`src/rtl/core/i2p_pkg.sv`:
```
// Shared types, character codes and the precedence function for the
// infix-to-postfix converter. No dependencies.
package i2p_pkg;

    localparam int DEFAULT_STACK_DEPTH = 32;

    localparam logic [7:0] CH_CARET  = 8'h5E;  // '^'
    localparam logic [7:0] CH_STAR   = 8'h2A;  // '*'
    localparam logic [7:0] CH_SLASH  = 8'h2F;  // '/'
    localparam logic [7:0] CH_PLUS   = 8'h2B;  // '+'
    localparam logic [7:0] CH_MINUS  = 8'h2D;  // '-'
    localparam logic [7:0] CH_LPAREN = 8'h28;  // '('
    localparam logic [7:0] CH_RPAREN = 8'h29;  // ')'
    localparam logic [7:0] CH_UP_A   = 8'h41;
    localparam logic [7:0] CH_UP_Z   = 8'h5A;
    localparam logic [7:0] CH_LO_A   = 8'h61;
    localparam logic [7:0] CH_LO_Z   = 8'h7A;

    localparam logic [1:0] ST_CHAR      = 2'd0;
    localparam logic [1:0] ST_END       = 2'd1;
    localparam logic [1:0] ST_UNMATCHED = 2'd2;
    localparam logic [1:0] ST_OVERFLOW  = 2'd3;

    localparam logic FUNC_CHAR = 1'b0;
    localparam logic FUNC_END  = 1'b1;

    typedef enum logic [2:0] {
        CMD_END,
        CMD_LETTER,
        CMD_OPEN,
        CMD_CLOSE,
        CMD_OPER
    } cmd_kind_t;

    typedef struct packed {
        cmd_kind_t   kind;
        logic [7:0]  code;
        logic [2:0]  prec;
    } cmd_t;

    function automatic logic [2:0] prec_of(input logic [7:0] c);
        logic [2:0] p;
        case (c)
            CH_CARET:           p = 3'd4;
            CH_STAR, CH_SLASH:  p = 3'd3;
            CH_PLUS, CH_MINUS:  p = 3'd2;
            default:            p = 3'd0;
        endcase
        return p;
    endfunction

endpackage

```
`src/rtl/core/i2p_front.sv`:
```
// Front end: accepts input beats, classifies each character into a
// command and holds it in a two-entry queue for the stack engine. Uses i2p_pkg.
module i2p_front
    import i2p_pkg::*;
(
    input  logic       clk,
    input  logic       rst_n,
    input  logic       in_valid,
    output logic       in_ready,
    input  logic       func,
    input  logic [7:0] char_code,
    output logic       cmd_valid,
    input  logic       cmd_ready,
    output cmd_t       cmd
);

    cmd_t       fifo_mem [2];
    logic       wr_ptr_reg, wr_ptr_next;
    logic       rd_ptr_reg, rd_ptr_next;
    logic [1:0] fill_reg, fill_next;
    cmd_t       cls;
    logic       push, pop;

    always_comb
    begin
        cls.code = char_code;
        cls.prec = prec_of(char_code);
        if (func == FUNC_END)
            cls.kind = CMD_END;
        else if (char_code inside {[CH_UP_A:CH_UP_Z], [CH_LO_A:CH_LO_Z]})
            cls.kind = CMD_LETTER;
        else if (char_code == CH_LPAREN)
            cls.kind = CMD_OPEN;
        else if (char_code == CH_RPAREN)
            cls.kind = CMD_CLOSE;
        else
            cls.kind = CMD_OPER;
    end

    assign in_ready  = (fill_reg != 2'd2);
    assign cmd_valid = (fill_reg != 2'd0);
    assign cmd       = fifo_mem[rd_ptr_reg];
    assign push      = in_valid && in_ready;
    assign pop       = cmd_valid && cmd_ready;

    always_comb
    begin
        wr_ptr_next = push ? ~wr_ptr_reg : wr_ptr_reg;
        rd_ptr_next = pop ? ~rd_ptr_reg : rd_ptr_reg;
        fill_next   = fill_reg + {1'b0, push} - {1'b0, pop};
    end

    always_ff @(posedge clk)
    begin
        if (push)
            fifo_mem[wr_ptr_reg] <= cls;
    end

    always_ff @(posedge clk or negedge rst_n)
    begin
        if (!rst_n)
        begin
            wr_ptr_reg <= 1'b0;
            rd_ptr_reg <= 1'b0;
            fill_reg   <= 2'd0;
        end
        else
        begin
            wr_ptr_reg <= wr_ptr_next;
            rd_ptr_reg <= rd_ptr_next;
            fill_reg   <= fill_next;
        end
    end

endmodule

```
`src/rtl/core/i2p_back.sv`:
```
// Back end: operator stack engine. Runs one queued command at a time,
// pops and emits postfix characters and markers through an output register.
// Uses i2p_pkg.
module i2p_back
    import i2p_pkg::*;
#(
    parameter int STACK_DEPTH = DEFAULT_STACK_DEPTH
)
(
    input  logic       clk,
    input  logic       rst_n,
    input  logic       cmd_valid,
    output logic       cmd_ready,
    input  cmd_t       cmd,
    output logic       out_valid,
    input  logic       out_ready,
    output logic [7:0] out_char,
    output logic [1:0] status,
    output logic       last
);

    localparam int CNT_W = $clog2(STACK_DEPTH + 1);
    localparam int AW    = $clog2(STACK_DEPTH);

    typedef enum logic [1:0] {
        S_IDLE,
        S_RUN,
        S_FETCH,
        S_FETCH_DONE
    } state_t;

    typedef enum logic [2:0] {
        ACT_POP,
        ACT_MARK,
        ACT_PUSH,
        ACT_DROP,
        ACT_LETTER
    } act_t;

    logic [7:0]       stack_mem [STACK_DEPTH];
    logic [7:0]       rd_data_reg;
    logic [AW-1:0]    rd_addr;
    logic             mem_we;

    state_t           state_reg, state_next;
    cmd_t             cmd_reg, cmd_next;
    logic [CNT_W-1:0] count_reg, count_next;
    logic [7:0]       top_reg, top_next;
    logic             pend_valid_reg, pend_valid_next;
    logic [7:0]       pend_char_reg, pend_char_next;
    logic             out_valid_reg, out_valid_next;
    logic [7:0]       out_char_reg, out_char_next;
    logic [1:0]       status_reg, status_next;
    logic             last_reg, last_next;

    act_t             act;
    logic [1:0]       mark_status;
    logic             out_free, can_pop, full, emit;

    assign out_free = !out_valid_reg || out_ready;
    assign can_pop  = (count_reg != '0) && (top_reg != CH_LPAREN);
    assign full     = (count_reg == CNT_W'(STACK_DEPTH));

    // what the current command wants to do next
    always_comb
    begin
        act         = ACT_LETTER;
        mark_status = ST_END;
        case (cmd_reg.kind)
            CMD_END:
            begin
                act = (count_reg != '0) ? ACT_POP : ACT_MARK;
            end
            CMD_LETTER:
            begin
                act = ACT_LETTER;
            end
            CMD_OPEN:
            begin
                act         = full ? ACT_MARK : ACT_PUSH;
                mark_status = ST_OVERFLOW;
            end
            CMD_CLOSE:
            begin
                mark_status = ST_UNMATCHED;
                if (can_pop)
                    act = ACT_POP;
                else if (count_reg == '0)
                    act = ACT_MARK;
                else
                    act = ACT_DROP;
            end
            CMD_OPER:
            begin
                mark_status = ST_OVERFLOW;
                if (can_pop && (prec_of(top_reg) >= cmd_reg.prec))
                    act = ACT_POP;
                else
                    act = full ? ACT_MARK : ACT_PUSH;
            end
            default:
            begin
                act = ACT_LETTER;
            end
        endcase
    end

    always_comb
    begin
        state_next      = state_reg;
        cmd_next        = cmd_reg;
        count_next      = count_reg;
        top_next        = top_reg;
        pend_valid_next = pend_valid_reg;
        pend_char_next  = pend_char_reg;
        out_valid_next  = out_valid_reg && !out_ready;
        out_char_next   = out_char_reg;
        status_next     = status_reg;
        last_next       = last_reg;
        cmd_ready       = 1'b0;
        mem_we          = 1'b0;
        emit            = 1'b0;

        case (state_reg)
            S_IDLE:
            begin
                cmd_ready = 1'b1;
                if (cmd_valid)
                begin
                    cmd_next   = cmd;
                    state_next = S_RUN;
                end
            end
            S_RUN:
            begin
                if (pend_valid_reg)
                begin
                    // a popped char waits until we know whether more follows
                    if (out_free)
                    begin
                        emit          = 1'b1;
                        out_char_next = pend_char_reg;
                        status_next   = ST_CHAR;
                        last_next     = (act == ACT_PUSH) || (act == ACT_DROP);
                        case (act)
                            ACT_POP:
                            begin
                                pend_char_next = top_reg;
                                count_next     = count_reg - CNT_W'(1);
                                state_next     = S_FETCH;
                            end
                            ACT_PUSH:
                            begin
                                pend_valid_next = 1'b0;
                                mem_we          = 1'b1;
                                top_next        = cmd_reg.code;
                                count_next      = count_reg + CNT_W'(1);
                                state_next      = S_IDLE;
                            end
                            ACT_DROP:
                            begin
                                pend_valid_next = 1'b0;
                                count_next      = count_reg - CNT_W'(1);
                                state_next      = S_FETCH_DONE;
                            end
                            default:
                            begin
                                pend_valid_next = 1'b0;
                            end
                        endcase
                    end
                end
                else
                begin
                    case (act)
                        ACT_POP:
                        begin
                            pend_valid_next = 1'b1;
                            pend_char_next  = top_reg;
                            count_next      = count_reg - CNT_W'(1);
                            state_next      = S_FETCH;
                        end
                        ACT_MARK:
                        begin
                            if (out_free)
                            begin
                                emit          = 1'b1;
                                out_char_next = '0;
                                status_next   = mark_status;
                                last_next     = 1'b1;
                                count_next    = '0;
                                state_next    = S_IDLE;
                            end
                        end
                        ACT_PUSH:
                        begin
                            mem_we     = 1'b1;
                            top_next   = cmd_reg.code;
                            count_next = count_reg + CNT_W'(1);
                            state_next = S_IDLE;
                        end
                        ACT_DROP:
                        begin
                            count_next = count_reg - CNT_W'(1);
                            state_next = S_FETCH_DONE;
                        end
                        default:
                        begin
                            if (out_free)
                            begin
                                emit          = 1'b1;
                                out_char_next = cmd_reg.code;
                                status_next   = ST_CHAR;
                                last_next     = 1'b1;
                                state_next    = S_IDLE;
                            end
                        end
                    endcase
                end
            end
            S_FETCH:
            begin
                top_next   = rd_data_reg;
                state_next = S_RUN;
            end
            S_FETCH_DONE:
            begin
                top_next   = rd_data_reg;
                state_next = S_IDLE;
            end
            default:
            begin
                state_next = S_IDLE;
            end
        endcase

        if (emit)
            out_valid_next = 1'b1;
    end

    // read the entry that becomes the new top; the read port is registered
    assign rd_addr = (count_next == '0) ? '0 : AW'(count_next - CNT_W'(1));

    always_ff @(posedge clk)
    begin
        if (mem_we)
            stack_mem[AW'(count_reg)] <= cmd_reg.code;
        rd_data_reg <= stack_mem[rd_addr];
    end

    always_ff @(posedge clk or negedge rst_n)
    begin
        if (!rst_n)
        begin
            state_reg      <= S_IDLE;
            cmd_reg        <= '0;
            count_reg      <= '0;
            top_reg        <= '0;
            pend_valid_reg <= 1'b0;
            pend_char_reg  <= '0;
            out_valid_reg  <= 1'b0;
            out_char_reg   <= '0;
            status_reg     <= ST_CHAR;
            last_reg       <= 1'b0;
        end
        else
        begin
            state_reg      <= state_next;
            cmd_reg        <= cmd_next;
            count_reg      <= count_next;
            top_reg        <= top_next;
            pend_valid_reg <= pend_valid_next;
            pend_char_reg  <= pend_char_next;
            out_valid_reg  <= out_valid_next;
            out_char_reg   <= out_char_next;
            status_reg     <= status_next;
            last_reg       <= last_next;
        end
    end

    assign out_valid = out_valid_reg;
    assign out_char  = out_char_reg;
    assign status    = status_reg;
    assign last      = last_reg;

    a_count_range: assert property (@(posedge clk) disable iff (!rst_n)
        count_reg <= CNT_W'(STACK_DEPTH))
        else $error("stack count beyond depth");

    a_pend_state: assert property (@(posedge clk) disable iff (!rst_n)
        pend_valid_reg |-> (state_reg == S_RUN || state_reg == S_FETCH))
        else $error("pending char outside a pop sequence");

    a_marker_last: assert property (@(posedge clk) disable iff (!rst_n)
        (out_valid_reg && status_reg != ST_CHAR) |-> last_reg)
        else $error("marker beat not flagged last");

    a_ovf_clears: assert property (@(posedge clk) disable iff (!rst_n)
        (emit && status_next == ST_OVERFLOW) |=> (count_reg == '0))
        else $error("stack not cleared after overflow");

    a_emit_room: assert property (@(posedge clk) disable iff (!rst_n)
        emit |-> out_free)
        else $error("result loaded over an untaken beat");

endmodule

```
`src/rtl/core/infix_to_postfix_converter.sv`:
```
// Top level of the infix-to-postfix converter: front end with command
// queue and the stack engine. Uses i2p_pkg, i2p_front, i2p_back.
//
// Usage:
//   Input channel (in_valid/in_ready, func, char_code): one beat per
//   expression character, or func=1 to end the expression and flush the
//   stack. Output channel (out_valid/out_ready, out_char, status, last):
//   postfix characters and marker beats; last flags the final beat caused
//   by one input beat. Inputs that only push produce no output beat.
//   Path: a letter's input beat goes through the command queue and the
//   command register (taken in S_IDLE) into the output register (S_RUN).
//   Command flow: each command passes through dispatch (S_IDLE) and
//   evaluation (S_RUN); every operator popped from the stack adds a pass
//   through S_FETCH, set by the registered read port of the stack memory,
//   and dropping a matched '(' adds one through S_FETCH_DONE. A two-entry
//   command queue lets input beats arrive while the engine is popping.
//   Reset: empties the queue and the stack and drops any pending output;
//   stack memory contents are not cleared and need no clearing pass.
//   Output stall: the output register holds its beat, the engine waits
//   at its next result, the queue fills and in_ready goes low.
module infix_to_postfix_converter
    import i2p_pkg::*;
#(
    parameter int STACK_DEPTH = DEFAULT_STACK_DEPTH
)
(
    input  logic       clk,
    input  logic       rst_n,
    input  logic       in_valid,
    output logic       in_ready,
    input  logic       func,
    input  logic [7:0] char_code,
    output logic       out_valid,
    input  logic       out_ready,
    output logic [7:0] out_char,
    output logic [1:0] status,
    output logic       last
);

    logic cmd_valid;
    logic cmd_ready;
    cmd_t cmd;

    i2p_front u_front (
        .clk       (clk),
        .rst_n     (rst_n),
        .in_valid  (in_valid),
        .in_ready  (in_ready),
        .func      (func),
        .char_code (char_code),
        .cmd_valid (cmd_valid),
        .cmd_ready (cmd_ready),
        .cmd       (cmd)
    );

    i2p_back #(
        .STACK_DEPTH (STACK_DEPTH)
    ) u_back (
        .clk       (clk),
        .rst_n     (rst_n),
        .cmd_valid (cmd_valid),
        .cmd_ready (cmd_ready),
        .cmd       (cmd),
        .out_valid (out_valid),
        .out_ready (out_ready),
        .out_char  (out_char),
        .status    (status),
        .last      (last)
    );

endmodule
```
`config.mk`:
```
export PLATFORM = sky130hd
export DESIGN_NAME = infix_to_postfix_converter
export DESIGN_NICKNAME = d
export VERILOG_FILES = /design/src/rtl/core/i2p_pkg.sv /design/src/rtl/core/i2p_front.sv /design/src/rtl/core/i2p_back.sv /design/src/rtl/core/infix_to_postfix_converter.sv
export SDC_FILE = /design/constraint.sdc
export NUM_CORES = 1
export LEC_CHECK = 0
export BUFFER_PORTS_ARGS = -buffer_cell sky130_fd_sc_hd__buf_2
export CORE_ASPECT_RATIO = 0.9
export CORE_UTILIZATION = 56
export DETAILED_ROUTE_END_ITERATION = 7
export PLACE_DENSITY = 0.75
export REMOVE_ABC_BUFFERS = 1
export SLEW_MARGIN = 25
export SYNTH_ARGS = -nofsm -noshare
export SYNTH_HDL_FRONTEND = slang
export SYNTH_HIERARCHICAL = 1
export SYNTH_SLANG_ARGS = --single-unit
```
`constraint.sdc`:
```
create_clock -name clk -period 5 [get_ports clk]
set_clock_uncertainty 0.2 [all_clocks]
set_input_delay 0.25 -clock clk [delete_from_list [all_inputs] [get_ports clk]]
set_output_delay 0.25 -clock clk [all_outputs]
set_load 0.02 [all_outputs]
```
# Word-level counts from Yosys, hierarchy flattened
# Memories as Yosys holds them, arrays and structs flattened. A register that Yosys moved wholly into a read port is not among the register bits.
# Index checks and enable logic that the tools add are counted.
[totals]
regBits = 41
mem_bits_rw = 284
input_bits = 13
wordCells = 157
n_memories = 2
[memory_table]
columns = ["name", "depth", "width", "read_ports", "rd_ports_with_merged_regs", "wr", "line", "source"]
rows = [
  ["u_back.stack_mem", 32, 8, 1, 1, 1, "i2p_back.sv:40", "logic [7:0] stack_mem [STACK_DEPTH];"],
  ["u_front.fifo_mem", 2, 14, 1, 1, 1, "i2p_front.sv:17", "cmd_t fifo_mem [2];"],
]
[op_classes]
add_sub_neg = 5
order_cmp = 5
eq_ne = 31
mux = 65
bitwise = 2
n_reduce_logical = 35
[op_table]
columns = ["op", "n"]
rows = [
  ["8-bit by 6-bit == test with 1-bit output, second input constant", 10],
  ["8-bit 2-to-1 mux", 10],
  ["8-bit one-hot mux with 2 select lines", 2],
  ["6-bit 2-to-1 mux", 4],
  ["1-bit 2-to-1 mux", 22],
  ["3-bit 2-to-1 mux", 7],
  ["2-bit 2-to-1 mux", 9],
  ["3-bit one-hot mux with 3 select lines", 2],
  ["6-bit one-hot mux with 3 select lines", 1],
  ["8-bit by 7-bit == test with 1-bit output, second input constant", 2],
  ["8-bit by 7-bit greater-or-equal comparator with 1-bit output, second input constant", 2],
  ["8-bit by 7-bit less-or-equal comparator with 1-bit output, second input constant", 2],
  ["2-bit OR reduction", 7],
  ["3-bit by 2-bit == test with 1-bit output, second input constant", 4],
  ["6-bit zero test", 2],
  ["2-bit one-hot mux with 3 select lines", 2],
  ["3-bit one-hot mux with 4 select lines", 1],
  ["6-bit one-hot mux with 2 select lines", 1],
  ["8-bit by 6-bit != test with 1-bit output, second input constant", 1],
  ["2-bit one-hot mux with 2 select lines", 2],
  ["2-bit one-hot mux with 4 select lines", 1],
  ["1-bit logical AND", 7],
  ["6-bit by 1-bit adder with 6-bit output, second input constant", 1],
  ["6-bit == test, second input constant", 1],
  ["27 further kinds", 40],
]

# Logic depth before layout (Yosys ltp)
[depth]
word_depth = 16
depth_mapped = 25

# Hierarchy
# Netlist, hierarchy kept.
[by_module_without_submodules]
columns = ["module", "n_inst", "cells_per_inst", "area_each_um2"]
rows = [
  ["i2p_back", 1, 991, 13395.3],
  ["i2p_front", 1, 83, 1353.8],
]

# Worst setup path after synthesis
# OpenSTA, ideal clock, no wires.
[synth_path]
path_type = "register to register"
start = "register u_back.top_reg[2]"
end = "register u_back.rd_data_reg[1] (read register of u_back.stack_mem)"
setup_time_ns = 0.129
t_arrival_ns = 4.991
required_ns = 4.671
setup_slack_ns = -0.320
path_stages_with_launch = 23
path_cell_list = "dfrtp_1 > clkbuf_1 > xor2_1 > or3b_2 > ha_1 > nor2b_1 > o21ai_0 > a31oi_4 > o21ba_2 > a21o_1 > a32oi_2 > clkbuf_1 > buf_2 > buf_2 > ha_1 > and4bb_1 > buf_4 > nand3_2 > nand2_2 > buf_6 > mux4_2 > a22oi_1 > nand4_1"
[synth_between]
elab_chain_len = 16
[synth_rtl]
columns = ["item", "line", "source"]
rows = [
  ["start, declared", "i2p_back.sv:48", "logic [7:0] top_reg, top_next;"],
  ["start signal, assigned", "i2p_back.sv:271", "top_reg <= top_next;"],
  ["8-bit by 6-bit == test with 1-bit output", "i2p_pkg.sv:43", "case (c)"],
  ["2-bit OR reduction", "i2p_pkg.sv:43", ""],
  ["3-bit one-hot mux with 3 select lines", "i2p_pkg.sv:43", ""],
  ["3-bit 2-to-1 mux", "i2p_back.sv:69", "case (cmd_reg.kind)"],
  ["3-bit greater-or-equal comparator", "i2p_back.sv:96", "if (can_pop && (prec_of(top_reg) >= cmd_reg.prec))"],
  ["1-bit logical AND", "i2p_back.sv:96", ""],
  ["3-bit 2-to-1 mux", "i2p_back.sv:96", ""],
  ["3-bit one-hot mux with 4 select lines *", "i2p_back.sv:69", ""],
  ["3-bit by 2-bit == test with 1-bit output / 3-bit zero test (equally long branches)", "i2p_back.sv:145, i2p_back.sv:175", ""],
  ["2-bit OR reduction (no line)", "-", ""],
  ["6-bit one-hot mux with 2 select lines", "i2p_back.sv:145", "case (act)"],
  ["6-bit 2-to-1 mux", "i2p_back.sv:139", "if (out_free)"],
  ["6-bit 2-to-1 mux *", "i2p_back.sv:136", "if (pend_valid_reg)"],
  ["6-bit 2-to-1 mux *", "i2p_back.sv:124", "case (state_reg)"],
  ["5-bit by 1-bit subtractor with 5-bit output / 6-bit zero test (equally long branches)", "i2p_back.sv:242", "assign rd_addr = (count_next == '0) ? '0 : AW'(count_next - CNT_W'(1));"],
  ["5-bit 2-to-1 mux *", "i2p_back.sv:242", ""],
  ["end, declared", "i2p_back.sv:41", "logic [7:0] rd_data_reg;"],
]
# Mark *: on every way between the ends. The rest lies on a longest branch, timed or not. The select of a mux whose other input is x is not followed.
# A chain may end at the register's enable or synchronous reset.

# Final worst setup path
[layout_path]
start = "register u_back.top_reg[6]"
end = "register u_back.rd_data_reg[6] (read register of u_back.stack_mem)"
# The elaborated chain is that of the path after synthesis.

==> insert_results.sql <==
INSERT INTO impl_metrics (metric_group, metric, value, unit) VALUES
('status', 'run_status', 'finished, violations left', ''),
('status', 'violations', 'design-rule violations', ''),
('logic_synthesis', 'sequential_share_of_the_synthesized_area', '0.682', ''),
('logic_synthesis', 'synth_area_per_cell', '13.7', 'sq um'),
('critical_path', 'beginning_of_the_critical_path', 'u_back/top_reg[6]', ''),
('global_routing', 'grt_max_degree', '56', ''),
('clocking', 'tritoncts.num_buffers', '35', ''),
('clocking', 'root_buffer_cell', 'sky130_fd_sc_hd__clkbuf_16', ''),
('logic_synthesis', 'yosys-top-cells-area', 'sky130_fd_sc_hd__edfxtp_1 58%, sky130_fd_sc_hd__dfrtp_1 9.3%, sky130_fd_sc_hd__nand2_1 3.4%', ''),
('logic_synthesis', 'synth.top_cells.by_count', '284 x sky130_fd_sc_hd__edfxtp_1, 134 x sky130_fd_sc_hd__nand2_1, 100 x sky130_fd_sc_hd__nor2_1', ''),
('clocking', 'worst_skew_pair_later_pin_latency', '0.52', 'ns'),
('placed_design', 'gpl.final_weighted_congestion', '0.953', ''),
('logic_synthesis', 'yosysWarnings', '6', ''),
('drt', 'drt_iter0_drc', '1350', ''),
('placed_design', 'hpwl', '24.3', 'mm'),
('critical_path', 'worst-endpoint-required', '5.18', 'ns'),
('timing', 'max-slew-margin-rel', '0.438', ''),
('drt', 'post_drt_via_cell_ratio', '6.26', ''),
('logic_synthesis', 'post-synth-top-count-cell', 'sky130_fd_sc_hd__edfxtp_1', ''),
('clocking', 'cts_sinks', '347', ''),
('clocking', 'clkSlewWorstSetupHoldPaths', '0.06', 'ns'),
('timing', 'clock.fmax', '0.203', 'GHz'),
('drt', 'drt_drc_violations_left', '10', ''),
('logic_synthesis', 'dominant_combinational_cell_family_by_area_after_synthesis', 'simple AND/OR/NAND/NOR gates', ''),
('logic_synthesis', 'synth_compound_gate_area_share', '0.0982', ''),
('finish', 'final_net_count', '1223', ''),
('floorplan', 'core_area', '25500', 'sq um'),
('finish', 'finalNonFillerCells', '1567', ''),
('floorplan', 'die_area', '27000', 'sq um'),
('timing', 'final-max-slew-violation-count', '0', ''),
('critical_path', 'critPathKind', 'reg -> reg', ''),
('global_routing', 'first_global_vias', '9319', ''),
('logic_synthesis', 'mappedNetlistArea', '14700', 'sq um'),
('finish', 'flow.area_growth_from_synthesis', '16.8', '%'),
('global_routing', 'grt_antenna_before_repair', '0', ''),
('timing', 'final-hold-violation-count', '0', ''),
('critical_path', 'timing.critical_path.arrival', '5.10', 'ns'),
('finish', 'num-fill-cells', '1744', ''),
('finish', 'antennaDiodeCount', '0', ''),
('timing', 'finalHoldWorstSlack', '0.277', 'ns'),
('clocking', 'cts_tree', 'yes', ''),
('finish', 'fin_util', '0.675', ''),
('critical_path', 'crit_path_start_kind', 'register', ''),
('timing', 'final_period_minus_worst_setup_slack', '4.92', 'ns'),
('hold_path', 'hold_path.class', 'in -> async', ''),
('critical_path', 'critical_path.reg2reg.startpoint', 'u_back/top_reg[6]', ''),
('logic_synthesis', 'synth.distinct_cells', '84', ''),
('logic_synthesis', 'postSynth.topFlopCell', 'sky130_fd_sc_hd__edfxtp_1', ''),
('run', 'maxCapViolations', '0', ''),
('logic_synthesis', 'synth_simple_gate_area_frac', '0.112', ''),
('timing', 'finalSetupViolations', '0', ''),
('finish', 'final-seq-area', '10100', 'sq um'),
('logic_synthesis', 'synth-seq-cells', '347', ''),
('logic_synthesis', 'synthDominantCellAreaShare', '0.578', ''),
('global_routing', 'met2_layer_usage_reported_by_global_route', '0.429', ''),
('timing', 'finalSetupTns', '0', 'ns'),
('logic_synthesis', 'async_s_r_ff_share_synth', '0.159', ''),
('clocking', 'clockBufferDepth', '3', ''),
('logic_synthesis', 'syn-instance-count', '1074', ''),
('logic_synthesis', 'yosys.area_share.adder', '0.0100', ''),
('clocking', 'htree_num_levels', '2', ''),
('global_routing', 'grt_use_met1', '0.399', ''),
('placed_design', 'numPlacedInstances', '1482', ''),
('logic_synthesis', 'yosys.area_share.xor_xnor', '0.00594', ''),
('timing', 'worstMarginPinSlew', '0.837', 'ns'),
('critical_path', 'critPathMaxFanout', '20', ''),
('drt', 'postRouteWirelength', '37.3', 'mm'),
('drt', 'wl_per_cell', '23.8', 'um'),
('critical_path', 'setup.worst_path.end_class', 'register', ''),
('placed_design', 'io_buffer_count', '25', ''),
('global_routing', 'grt.overflow.total', '0', '');
## placed cells by master, fill, tap and decap left out, types with 17 or more instances in the layout
master | synthesis | layout
sky130_fd_sc_hd__nand3_1 | 37 | 36
sky130_fd_sc_hd__clkbuf_16 | 0 | 38
sky130_fd_sc_hd__edfxtp_1 | 284 | 284
sky130_fd_sc_hd__dfrtp_1 | 55 | 54
sky130_fd_sc_hd__inv_1 | 27 | 27
sky130_fd_sc_hd__a222oi_1 | 17 | 17
sky130_fd_sc_hd__o21ai_0 | 20 | 19
sky130_fd_sc_hd__buf_2 | 14 | 25
sky130_fd_sc_hd__buf_4 | 3 | 93
sky130_fd_sc_hd__a21oi_1 | 48 | 47
sky130_fd_sc_hd__mux2_2 | 35 | 35
sky130_fd_sc_hd__nand2_1 | 134 | 134
sky130_fd_sc_hd__nor2_1 | 100 | 98
sky130_fd_sc_hd__mux2i_1 | 25 | 24
## path summary, 6_finish.rpt
kind                                          to  cells past startpoint
max in group asynchronous      u_back/cmd_reg[7]                      3
min in group clk             u_front/fill_reg[1]                      1
max                        u_back/rd_data_reg[6]                     21
min reg2reg                  u_front/fill_reg[1]                      1
max reg2reg                u_back/rd_data_reg[6]                     21
min                           u_front/wr_ptr_reg                      3
## routing by layer
layer	vias to the layer above	wire (um)
li1	4332	-
met3	75	3760
met4	0	1020
met5	-	0
met1	4871	15500
met2	528	17000
## logic make-up (layout without fill, tap and decap cells)
logic type	count (synthesis)	in the layout
xor gates and xnor gates	10	10
muxes	74	74
and+or+nand+nor	357	357
buffers and inverters	80	230
DFF	347	347
adders and majority gates	12	12
AOI/OAI and AO/OA	194	195
## critical path, cell delays in order, from the launching register on
cell                       delay, ns
sky130_fd_sc_hd__dfrtp_1        0.39
sky130_fd_sc_hd__nor2_2         0.17
sky130_fd_sc_hd__nand3_2        0.11
sky130_fd_sc_hd__or3b_2         0.46
sky130_fd_sc_hd__ha_1           0.30
sky130_fd_sc_hd__nor2b_2        0.13
sky130_fd_sc_hd__o21ai_2        0.09
sky130_fd_sc_hd__a31oi_4        0.20
sky130_fd_sc_hd__buf_4          0.15
sky130_fd_sc_hd__o21ai_2        0.06
sky130_fd_sc_hd__a21o_1         0.18
sky130_fd_sc_hd__buf_4          0.15
sky130_fd_sc_hd__a32oi_4        0.30
sky130_fd_sc_hd__ha_2           0.23
sky130_fd_sc_hd__and4bb_4       0.29
sky130_fd_sc_hd__and3_4         0.24
sky130_fd_sc_hd__nor2_2         0.08
sky130_fd_sc_hd__buf_12         0.16
sky130_fd_sc_hd__a222oi_1       0.46
sky130_fd_sc_hd__nand2_1        0.14
sky130_fd_sc_hd__a22oi_1        0.20
sky130_fd_sc_hd__nand4_1        0.11
## metrics by stage
step | instance area (sq um) | setup WS (ns)
floorplan | 14500 | -1.46
global route | 17200 | -0.0690
CTS | 17100 | 0.0154
finish | 17200 | 0.0806
detailed placement | 15800 | -0.137
global placement | 15800 | -0.0383
## cell type report
type,instances,area share
sequential,347,0.584
multi-input combinational,648,0.254
timing repair buffer,139,0.0655
clock buffer,49,0.0581
tap,342,0.0248
clock inverter,14,0.00719
inverter,28,0.00610
## repair_timing
action,in CTS,in global routing
hold endpoints to repair,87,0
cloned,0,2
pin swaps,1,12
endpoints found under the setup margin,7,8
setup buffers,0,8
gates resized for setup,3,17
hold buffers,12,0
Power is not shown: default switching activity piles up to over one toggle a cycle in this logic, so the estimate is an artifact.
